$ cat config.mk
export PLATFORM = sky130hd
export DESIGN_NAME = json_string_unescape
export DESIGN_NICKNAME = d
export VERILOG_FILES = /design/src/rtl/core/jsu_pkg.sv /design/src/rtl/core/jsu_decode.sv /design/src/rtl/core/json_string_unescape.sv
export SDC_FILE = /design/constraint.sdc
export NUM_CORES = 1
export LEC_CHECK = 0
export BUFFER_PORTS_ARGS = -buffer_cell sky130_fd_sc_hd__clkbuf_2
export CORE_AREA = 4 4 67 69
export DETAILED_ROUTE_END_ITERATION = 8
export DIE_AREA = 0 0 71 73
export PLACE_DENSITY = 0.8
export SYNTH_ARGS = -nofsm -noshare
export SYNTH_HDL_FRONTEND = slang
export SYNTH_SLANG_ARGS = --single-unit
$ cat constraint.sdc
create_clock -name i_clk -period 2.69 [get_ports i_clk]
set_input_delay 0.538 -clock i_clk [delete_from_list [all_inputs] [get_ports i_clk]]
set_output_delay 0.538 -clock i_clk [all_outputs]
set_load 0.02 [all_outputs]
$ cat src/rtl/core/jsu_pkg.sv
// ----------------------------------------------------------------------------
// JSON string unescape package
// Beat types, decode mode codes and error codes shared by the unescape core.
// ----------------------------------------------------------------------------
`default_nettype none

package jsu_pkg;

    // One input beat: a raw byte of the string body, or the end of the stream.
    typedef struct packed {
        logic [7:0] in_byte;
        logic       stream_end;
    } t_in_beat;

    // One result beat.
    typedef struct packed {
        logic       char_valid;
        logic [7:0] char_value;
        logic       string_done;
        logic [2:0] error_code;
    } t_out_beat;

    // Decode modes: normal, after backslash, and the four hex digit slots.
    localparam logic [2:0] MODE_NORMAL    = 3'd0;
    localparam logic [2:0] MODE_ESCAPE    = 3'd1;
    localparam logic [2:0] MODE_HEX_FIRST = 3'd2;
    localparam logic [2:0] MODE_HEX_LAST  = 3'd5;

    // Error codes.
    localparam logic [2:0] ERR_NONE         = 3'd0;
    localparam logic [2:0] ERR_BAD_ESCAPE   = 3'd1;
    localparam logic [2:0] ERR_BAD_HEX      = 3'd2;
    localparam logic [2:0] ERR_NON_ASCII    = 3'd3;
    localparam logic [2:0] ERR_UNTERMINATED = 3'd4;

    // Characters of interest.
    localparam logic [7:0] CH_QUOTE     = 8'h22;
    localparam logic [7:0] CH_BACKSLASH = 8'h5C;
    localparam logic [7:0] CH_SLASH     = 8'h2F;
    localparam logic [7:0] CH_B         = 8'h62;
    localparam logic [7:0] CH_F         = 8'h66;
    localparam logic [7:0] CH_N         = 8'h6E;
    localparam logic [7:0] CH_R         = 8'h72;
    localparam logic [7:0] CH_T         = 8'h74;
    localparam logic [7:0] CH_U         = 8'h75;
    localparam logic [7:0] CH_BACKSPACE = 8'h08;
    localparam logic [7:0] CH_FORMFEED  = 8'h0C;
    localparam logic [7:0] CH_NEWLINE   = 8'h0A;
    localparam logic [7:0] CH_RETURN    = 8'h0D;
    localparam logic [7:0] CH_TAB       = 8'h09;

endpackage

`default_nettype wire

$ cat src/rtl/core/jsu_decode.sv
// ----------------------------------------------------------------------------
// JSON string unescape decoder
// Holds the decode mode and hex accumulator and forms the result for one beat.
// ----------------------------------------------------------------------------
`default_nettype none

module jsu_decode
    import jsu_pkg::*;
(
    input  wire logic      i_clk,
    input  wire logic      i_rst_n,
    input  wire logic      i_fire,
    input  wire t_in_beat  i_item,
    output      t_out_beat o_result
);

    logic [2:0]  r_mode;
    logic [2:0]  n_mode;
    logic [15:0] r_acc;
    logic [15:0] n_acc;
    logic [3:0]  hex_val;
    logic        hex_ok;
    logic [15:0] acc_shift;
    t_out_beat   res;

    // Hex digit value; hex_ok is low when the byte is not a hex digit.
    always_comb begin
        hex_ok  = 1'b1;
        hex_val = 4'd0;
        if (i_item.in_byte >= 8'h30 && i_item.in_byte <= 8'h39) begin
            hex_val = 4'(i_item.in_byte - 8'h30);
        end else if (i_item.in_byte >= 8'h41 && i_item.in_byte <= 8'h46) begin
            hex_val = 4'(i_item.in_byte - 8'h37);
        end else if (i_item.in_byte >= 8'h61 && i_item.in_byte <= 8'h66) begin
            hex_val = 4'(i_item.in_byte - 8'h57);
        end else begin
            hex_ok = 1'b0;
        end
    end

    assign acc_shift = {r_acc[11:0], hex_val};

    // Next mode, next accumulator and the result for the current beat.
    always_comb begin
        n_mode = MODE_NORMAL;
        n_acc  = 16'd0;
        res    = '{char_valid: 1'b0, char_value: 8'd0, string_done: 1'b0,
                   error_code: ERR_NONE};
        if (i_item.stream_end) begin
            res.error_code = ERR_UNTERMINATED;
        end else begin
            case (r_mode) inside
                MODE_ESCAPE: begin
                    res.char_valid = 1'b1;
                    case (i_item.in_byte) inside
                        CH_QUOTE, CH_BACKSLASH, CH_SLASH: res.char_value = i_item.in_byte;
                        CH_B: res.char_value = CH_BACKSPACE;
                        CH_F: res.char_value = CH_FORMFEED;
                        CH_N: res.char_value = CH_NEWLINE;
                        CH_R: res.char_value = CH_RETURN;
                        CH_T: res.char_value = CH_TAB;
                        CH_U: begin
                            res.char_valid = 1'b0;
                            n_mode         = MODE_HEX_FIRST;
                        end
                        default: begin
                            res.char_valid = 1'b0;
                            res.error_code = ERR_BAD_ESCAPE;
                        end
                    endcase
                end
                [MODE_HEX_FIRST:MODE_HEX_LAST]: begin
                    if (!hex_ok) begin
                        res.error_code = ERR_BAD_HEX;
                    end else if (r_mode != MODE_HEX_LAST) begin
                        n_mode = r_mode + 3'd1;
                        n_acc  = acc_shift;
                    end else if (acc_shift[15:7] != 9'd0) begin
                        res.error_code = ERR_NON_ASCII;
                    end else begin
                        res.char_valid = 1'b1;
                        res.char_value = acc_shift[7:0];
                    end
                end
                default: begin
                    // Normal mode; unused mode codes behave the same way.
                    if (i_item.in_byte == CH_QUOTE) begin
                        res.string_done = 1'b1;
                    end else if (i_item.in_byte == CH_BACKSLASH) begin
                        n_mode = MODE_ESCAPE;
                        n_acc  = r_acc;
                    end else begin
                        res.char_valid = 1'b1;
                        res.char_value = i_item.in_byte;
                    end
                end
            endcase
        end
    end

    assign o_result = res;

    // State advances once per decoded beat.
    always_ff @(posedge i_clk) begin
        if (!i_rst_n) begin
            r_mode <= MODE_NORMAL;
            r_acc  <= 16'd0;
        end else if (i_fire) begin
            r_mode <= n_mode;
            r_acc  <= n_acc;
        end
    end

    // Stream end always leaves the decoder in a clean normal state.
    a_end_clears: assert property (@(posedge i_clk) disable iff (!i_rst_n)
        i_fire && i_item.stream_end |=> r_mode == MODE_NORMAL && r_acc == 16'd0)
        else $error("stream end did not clear decode state");

    // A character and an error or a done never come in the same beat.
    a_excl_result: assert property (@(posedge i_clk) disable iff (!i_rst_n)
        i_fire && o_result.char_valid |->
            o_result.error_code == ERR_NONE && !o_result.string_done)
        else $error("character beat also flags done or error");

    // The accumulator starts empty at the first hex digit.
    a_hex_first_empty: assert property (@(posedge i_clk) disable iff (!i_rst_n)
        r_mode == MODE_HEX_FIRST |-> r_acc == 16'd0)
        else $error("accumulator not clear at first hex digit");

endmodule

`default_nettype wire

$ cat src/rtl/core/json_string_unescape.sv
// An accepted beat goes into the input register, its result into the result
// register. Throughput: one byte per cycle unless the output stalls; the
// decoder only steps as a result loads, so it holds its state across stalls.
// Decoding is one short combinational pass between the two registers.
// Reset is synchronous, active low: both registers empty, decoder in normal
// mode with the hex accumulator cleared.
// ----------------------------------------------------------------------------
// JSON string unescape top level
// Input register, decoder and result register with valid/stall beats.
// ----------------------------------------------------------------------------
`default_nettype none

module json_string_unescape
    import jsu_pkg::*;
(
    input  wire logic      i_clk,
    input  wire logic      i_rst_n,
    input  wire logic      i_in_valid,
    output      logic      o_in_stall,
    input  wire t_in_beat  i_in_data,
    output      logic      o_out_valid,
    input  wire logic      i_out_stall,
    output      t_out_beat o_out_data
);

    logic      r_in_valid;
    t_in_beat  r_in_data;
    logic      r_out_valid;
    t_out_beat r_out_data;
    t_out_beat dec_result;
    logic      out_load;
    logic      advance;

    // The result register takes a new beat when empty or being drained.
    assign out_load   = !r_out_valid || !i_out_stall;
    assign advance    = r_in_valid && out_load;
    assign o_in_stall = r_in_valid && !out_load;

    jsu_decode u_decode (
        .i_clk    (i_clk),
        .i_rst_n  (i_rst_n),
        .i_fire   (advance),
        .i_item   (r_in_data),
        .o_result (dec_result)
    );

    // Input register.
    always_ff @(posedge i_clk) begin
        if (!i_rst_n) begin
            r_in_valid <= 1'b0;
        end else if (!o_in_stall) begin
            r_in_valid <= i_in_valid;
        end
    end

    always_ff @(posedge i_clk) begin
        if (!o_in_stall) begin
            r_in_data <= i_in_data;
        end
    end

    // Result register.
    always_ff @(posedge i_clk) begin
        if (!i_rst_n) begin
            r_out_valid <= 1'b0;
        end else if (out_load) begin
            r_out_valid <= r_in_valid;
        end
    end

    always_ff @(posedge i_clk) begin
        if (advance) begin
            r_out_data <= dec_result;
        end
    end

    assign o_out_valid = r_out_valid;
    assign o_out_data  = r_out_data;

endmodule

`default_nettype wire

==> impl.org, run 1 <==
** Finish
- Summing all multi-input logic gate instances after layout gives ~950 µm².
- Filler cells :: roughly 350
- Sequential cell area :: 1000 µm²
- Share of cells above drive strength 1 :: about a quarter
- Fraction of the core area covered by cells at the end of the flow :: roughly 60%
- Antenna diodes :: 0
- Synthesis-to-finish area growth :: 15.6%
- The net count of the finished layout is ~240.

** Pwr
- Per report_power, the sequential group accounts for about half of the total.
- Portion of total power attributed to combinational logic :: about 9%
- Cell internal power was estimated by the tool at roughly 1.0 mW.
- For this design the ratio of total power to cell area is about 560 nW/µm².
- Portion of total power attributed to the clock network :: between 30% and 40%
- Reported leakage power :: about 0.92 nW
- VDD IR-drop max :: roughly 380 µV
- For this design the total switching power over the nets is between 0.3 and 0.4 mW.
- Switching portion of total power :: ~23%

** Drt
- Dividing the detail-routed wire length by the instance count gives 16.7 µm.
- Once detail routing completed, the nets flagged for antenna violations numbered 0.
- The routed design has ~4600 µm of wire.
- Dividing the detail-routed via count by the number of cells gives roughly 6.3.
- The pre-antenna-repair detailed-routing pass consisted of 5 iterations.
- For this block, the initial DRC count from the detailed router was around 200.
- Remaining routing DRC violations :: 0
- The routed layout has 1,730 vias.

** Critical path
- For the worst setup path, the data arrival time is roughly 2500 ps.
- The most critical setup path has its endpoint at o_out_data[8].
- Critical Path Start Type :: register
- Reg-to-Reg End :: o_out_data[8]
- Kind of critical path :: register to register
- The setup check on the worst reg-to-reg path leaves a slack of just over 200 ps.
- Start of the worst register-to-register path :: r_in_data[2]
- Critical Path Source :: r_in_data[2]
- Sort of element at the end of the critical path :: register
- For the worst setup path, the data required time is between 2000 and 3000 ps.
- In this run the worst path has a maximum fanout of 9.
- Counting cells, the worst reg-to-reg path comes to 6.

** Status
- Result of the run :: finished clean

** Yosys
- In this run, synthesis produced a sequential element count of 39.
- Average instance area after synthesis :: ~10 µm²
- Count of flip-flops with a built-in enable after synthesis :: 22
- For this run, the number of Yosys warnings is 0.
- Net count after synthesis :: around 210
- After synthesis the cells add up to 2030 µm².
- Primary FF master, synth :: sky130_fd_sc_hd__edfxtp_1
- Mapped Cells :: around 200
- Sequential share of the synthesized area :: roughly 49%
- Number of distinct standard cells referenced by the synthesized netlist :: between 40 and 50
- Counting flops with an async set or reset pin after synthesis yields a share of 0%.

** Placed design
- Port buffering added 27 buffers.
- Before CTS, the worst setup slack after placement is roughly 280 ps.
- Final weighted congestion in routability-driven placement :: 0.951
- HPWL after detailed placement :: ~3300 µm

** Global route
- Global routing finished with a remaining overflow of 0.
- Entering global routing, the biggest net connects 19 pins.
- The initial antenna violation count is 0.
- Overall Global Routing Usage :: between 10% and 20%
- Met3 usage :: approximately 6.5%
- Most Crowded Layer GR :: met2
- Global-route wire length before repair :: between 7000 and 8000 µm
- Met1 track utilization from global routing :: between 20 and 25%
- For this run, global-route usage on met2 was measured as between 20 and 30%.
- Number of global-route vias before repair :: about 1,600

** STA
- Clock period minus final worst setup slack :: around 2500 ps
- The clock arrives with 5.70 ps of skew.
- Count of endpoints failing setup in the final report :: 0
- For the pin with the worst max-slew slack, the measured transition is between 600 and 700 ps.
- Max_slew headroom :: 57.8%
- Max Clock Freq :: roughly 0.4 GHz
- After routing, the total negative slack on setup checks comes to 0 ps.
- Final clock period utilization by the worst path :: between 90% and 100%
- The number of pins with negative max-slew slack in the final report was 0.
- Unrepaired setup endpoints after global routing :: false
- Setup slack closes at around 200 ps.
- The number of hold-slack violations in the final timing report came to 0.
- Final-layout worst hold slack :: slightly above 400 ps

** CTS
- Root Buffer :: sky130_fd_sc_hd__clkbuf_8
- Buffers added to address setup during post-CTS repair amount to 0.
- In this run the number of H-tree levels came out at 2.
- Clock tree synthesis found a total of 39 sinks.
- At the later pin of the worst-skew pair, clock insertion delay measures around 300 ps.
- Post-cts gate resize count :: 0
- CTS buffer count :: 5
- TritonCTS built the clock tree.
- Clock transition at path regs :: 80 ps
- Buffers inserted to repair hold after CTS numbered 0.
- No sink is reached through more buffers than the 2 on the longest clock path.

** Floorplan
- The region available for standard cell placement spans just under 4000 µm².
- Chip Width :: about 71 µm
- Die Footprint :: 5180 µm²
- Number of primary I/O pins :: 28
- Initial standard-cell utilization of the core :: between 50% and 60%
- FP Rows :: 23
- Y dimension of the die :: 73 µm

** Min path
- In this run the worst hold path is classified as input pin to register.

** Job
- Max-cap violations in this run came to 0.
==> cells in the mapped netlist, drive strengths merged, types with 2 or more instances <==
master | number | area, µm²
edfxtp | 22 | 661
dfxtp | 17 | 340
nand3 | 14 | 75.1
a21oi | 12 | 67.6
a22o | 12 | 108
nand2 | 12 | 45.0
nor2 | 11 | 41.3
inv | 8 | 30.0
a211oi | 7 | 52.6
clkbuf | 7 | 26.3
nor3 | 7 | 35.0
nor4 | 5 | 31.3
o21ai | 5 | 25.0
ha | 4 | 50.1
nand2b | 4 | 25.0
nor3b | 4 | 30.0
or3b | 4 | 35.0
a22oi | 3 | 22.5
a31oi | 3 | 18.8
buf | 3 | 21.3
a21o | 2 | 15.0
and3b | 2 | 17.5
and4bb | 2 | 25.0
mux2i | 2 | 20.0
nand4 | 2 | 12.5
nand4b | 2 | 32.5
or4 | 2 | 18.8
xnor2 | 2 | 17.5
==> cell families after synthesis <==
logic type / count (synthesis) / share of synthesized area (%)
buf+inv: 18 / 3.83
simple gates: 77 / 23.4
mux: 2 / 0.988
flops: 39 / 49.4
fa+ha+maj: 4 / 2.47
compound gates: 53 / 19.0
xor+xnor: 2 / 0.865
==> layer usage <==
| metal | routed length (µm) | part of all wire, % | up-vias |
|---|---|---|---|
| met1 | 1960 | 42 | 800 |
| met2 | 2090 | 45 | 95 |
| met5 | 0 | 0 | - |
| met3 | 401 | 8.7 | 19 |
| met4 | 169 | 3.7 | 0 |
| li1 | - | - | 816 |
==> layout by cell type, fill, tap and decap left out, types with 7 or more instances in the layout <==
master                      n
sky130_fd_sc_hd__nand3_1   13
sky130_fd_sc_hd__dfxtp_1   17
sky130_fd_sc_hd__a211oi_1   7
sky130_fd_sc_hd__a21oi_1   10
sky130_fd_sc_hd__edfxtp_1  22
sky130_fd_sc_hd__a22o_1    10
sky130_fd_sc_hd__nor2_1    11
sky130_fd_sc_hd__clkbuf_2  27
sky130_fd_sc_hd__nand2_1   12
sky130_fd_sc_hd__nor3_1     7
sky130_fd_sc_hd__inv_1      8
==> how the worst min path moves through the flow <==
stage | startpoint | endpoint | cells after the start
2_1_floorplan | r_in_data[0] | o_out_data[2] | 0
4_1_cts | i_in_data[6] | r_in_data[6] | 1
6_report | i_in_data[8] | r_in_data[8] | 1
3_5_place_dp | u_decode.r_acc[11] | u_decode.r_acc[11] | 1
3_3_place_gp | u_decode.r_acc[9] | u_decode.r_acc[9] | 1
5_1_grt | i_in_data[2] | r_in_data[2] | 1
==> power by group through the flow <==
| stage | Clock, mW | Sequential [mW] | Combinational [mW] |
|---|---|---|---|
| floorplan | 0 | 0.687 | 0.0661 |
| global placement | 0 | 0.683 | 0.114 |
| detailed placement | 0 | 0.684 | 0.115 |
| CTS | 0.517 | 0.670 | 0.116 |
| global route | 0.553 | 0.674 | 0.128 |
| finish | 0.513 | 0.671 | 0.117 |
==> metrics by stage <==
stage                     cell area (µm²)  std cells  power [mW]
after global placement               2220        268       0.797
after global routing                 2340        276        1.35
after CTS                            2340        276        1.30
after detailed placement             2220        268       0.799
after floorplan                      2030        195       0.754
final                                2340        276        1.30
==> worst max-delay path: stages, from the launching register on <==
cell	delay, ps
sky130_fd_sc_hd__edfxtp_1	520
sky130_fd_sc_hd__ha_1	290
sky130_fd_sc_hd__or3b_2	520
sky130_fd_sc_hd__o21ai_0	300
sky130_fd_sc_hd__o21ai_0	230
sky130_fd_sc_hd__a22oi_1	260
sky130_fd_sc_hd__a211oi_1	80
==> sequential cells by signal (all words and copies together), names as in the netlist <==
| name | flops |
|---|---|
| r_in_valid | 1 |
| r_in_data | 9 |
| o_out_data | 13 |
| u_decode.r_acc | 12 |
| u_decode.r_mode | 3 |
| o_out_valid | 1 |
==> final cells by class <==
type,instances,share of cell area (%)
Clock buffer,6,3.53
Clock inverter,2,1.66
Inverter,8,1.28
Multi-Input combinational cell,138,40.4
Sequential cell,39,42.7
Tap cell,50,2.67
Timing Repair Buffer,33,7.69
Power figures use the tool's default switching activity.
==> run 2: changes to the inputs <==
- CTS_BUF_LIST: not set -> sky130_fd_sc_hd__clkbuf_2
==> impl.org, run 2 (same netlist as run 1, synthesis figures left out) <==
** Critical path
- The slack of the worst reg-to-reg path was 230 ps (+30 ps).
- The worst register-to-register path ends at o_out_data[8].
- Critical Path Source :: r_in_data[1]
- Max FO, Critical Path :: 5 (-4)
- STA classifies the critical path endpoint as a register.
- Worst path required time :: 2830 ps (+120 ps)
- In this run the worst setup path terminates at o_out_data[8].
- By startpoint and endpoint, the worst setup path is classified as register to register.
- The arrival time at the worst endpoint was 2600 ps (+90 ps).
- The count of cells along the worst register-to-register path was 7 (+1).
- Critical Path Start Type :: register
- Start of the worst register-to-register path :: r_in_data[1]

** Drt
- Final wirelength :: 4610 µm (-0.19%)
- The DRC violation count after routing was 0 (unchanged).
- The average wire per standard cell came to 16.6 µm (-0.91%).
- Number of DRC violations after detailed-routing iteration 0 :: 202 (+0.50%)
- First-pass iteration count of the detailed router :: 5 (unchanged)
- Routed Antenna Nets :: 0 (unchanged)
- The average via count per standard cell came to 6.22 (-0.78%).
- Vias after detailed routing :: 1,729 (-0.058%)

** STA
- The total negative slack was 0 ps (unchanged).
- Max_slew headroom :: 57.4% (-0.36 points)
- Setup skew after layout :: 13.5 ps (+7.81 ps)
- The number of pins with negative max-slew slack in the final report was 0 (unchanged).
- Final clock period utilization by the worst path :: 91.4% (-1.1 points)
- Clock period minus final worst setup slack :: 2460 ps (-30.0 ps)
- Max Clock Freq :: 0.407 GHz (+1.2%)
- Setup repair after global routing left no endpoint under its margin.
- Final hold violations :: 0 (unchanged)
- The pin slew with the least headroom to its limit is 633 ps (+5.38 ps).
- Worst setup slack after layout :: 232 ps (+30.0 ps)
- Count of endpoints failing setup in the final report :: 0 (unchanged)

** Job
- Max Cap Viol :: 0 (unchanged)

** Floorplan
- Number of primary I/O pins :: 28 (unchanged)
- The die outline area is 5180 µm² (unchanged).
- The die height is 73 µm (unchanged).
- Core footprint :: 3910 µm² (unchanged)
- Initial standard-cell utilization of the core :: 51.8% (unchanged)
- FP Rows :: 23 (unchanged)
- The horizontal die dimension is 71 µm (unchanged).

** CTS
- Root Buffer :: sky130_fd_sc_hd__clkbuf_2
- CTS buffer count :: 5 (unchanged)
- The total clock sinks came to 39 (unchanged).
- Clock transition at path regs :: 200 ps (+120 ps)
- The number of H-tree branching levels came to 2 (unchanged).
- Clock insertion delay at the later pin of the skew report :: 380 ps (+80 ps)
- CTS tree :: built
- Longest Clk Path Bufs :: 2 (unchanged)
- The hold-fix buffer count after cts was 0 (unchanged).

** Finish
- Fraction of the core area covered by cells at the end of the flow :: 58.9% (-0.99 points)
- Final standard cell area without fillers :: 2300 µm² (-1.7%)
- Commonest non-fill, non-tap cells in the layout :: 32 x sky130_fd_sc_hd__clkbuf_2, 22 x sky130_fd_sc_hd__edfxtp_1, 17 x sky130_fd_sc_hd__dfxtp_1
- The count of placed standard cells in the final layout, fillers left out was 278 (+0.72%).
- Multi-input gate area :: 947 µm² (unchanged)
- Sequential cell area :: 1000 µm² (unchanged)
- Final-stage net count :: 244 (+0.83%)
- The total inserted antenna cells was 0 (unchanged).
- The area growth from synthesis to layout is 13.7%.
- Filler cells :: 359 (+3.2%)
- The share of cells above drive strength 1 is 24.1% (+0.23 points).
- Leading cell type in the layout, fill and taps excluded :: sky130_fd_sc_hd__clkbuf_2
- Max reg flops :: 13 (unchanged)

** Global route
- Total congestion overflow :: 0 (unchanged)
- The initial antenna violation count is 0 (unchanged).
- The number of global-route vias before repair is 1,638 (-0.61%).
- Overall Global Routing Usage :: 19.2% (-0.18 points)
- Pin count of the biggest net entering global routing :: 19 (unchanged)
- The wire length of the first global-routing pass is 7780 µm (-0.35%).

** Placed design
- The sum of net half-perimeters after detailed placement came to 3340 µm (unchanged).
- The worst slack at placement came to 281 ps (unchanged).
- The count of port buffers added during placement was 27 (unchanged).
- Placed insts :: 268 (unchanged)
- Final weighted congestion in routability-driven placement :: 0.951 (unchanged)
- Total cell area at the placement stage :: 2220 µm² (unchanged)

** Pwr
- VDD IR-drop max :: 318 µV (-16%)
- Reported leakage power :: 0.911 nW (-1.2%)
- The ratio of total power to cell area was 494 nW/µm² (-11%).

** Status
- Result of the run :: finished clean

** Min path
- In this run the most critical hold path is launched from i_in_data[3].
- The worst hold path belongs to the class input pin to register.
- Hold path cells :: 1 (unchanged)
## run 2: changes by cell type in the layout (fill, tap and decap cells not counted), sizes merged
cell and change:
clkbuf -1, clkinv +1, buf +2
## run 2: worst min-delay path by stage
stage,endpoint,slack [ps]
finish,r_in_data[3],310
global route,r_in_data[2],240
CTS,r_in_data[6],300
floorplan,o_out_data[2],420
detailed placement,u_decode.r_acc[11],470
global placement,u_decode.r_acc[9],460
## run 2: cell type report
class | instances | area share [%]
sequential | 39 | 43.5
multi-input combinational | 138 | 41.1
timing repair buffer | 35 | 8.47
tap | 50 | 2.72
clock inverter | 3 | 1.85
inverter | 8 | 1.30
clock buffer | 5 | 1.09
## run 2: where the power goes
group	internal, mW	switching [mW]
Combinational	0.0482	0.0720
Clock	0.158	0.190
Sequential	0.650	0.0204
## run 2: what timing repair did
item | 4_1_cts | 5_1_grt
buffers inserted | 0 | 2
gates resized for setup | 0 | 0
endpoints found under the setup margin | 0 | 1
## run 2: per-stage QoR
step,total power [mW],hold WS [ps]
floorplan,0.754,424
global placement,0.797,464
detailed placement,0.799,472
CTS,1.14,296
global route,1.20,242
finish,1.14,310
## run 2: worst max-delay path, cell delays in order, from the launching register on
cell and delay [ps]:
sky130_fd_sc_hd__edfxtp_1 420, sky130_fd_sc_hd__inv_1 150, sky130_fd_sc_hd__ha_1 260, sky130_fd_sc_hd__or3b_2 520
sky130_fd_sc_hd__o21ai_0 290, sky130_fd_sc_hd__o21ai_0 220, sky130_fd_sc_hd__a22oi_1 260, sky130_fd_sc_hd__a211oi_1 90
## run 2: routing by layer
metal / vias up / track usage, % / routed length [µm]
met3: 22 / 6.06 / 425
met1: 778 / 24.1 / 1910
met4: 0 / 8.56 / 180
met2: 109 / 30.3 / 2090
li1: 820 / - / -
met5: - / 0 / 0
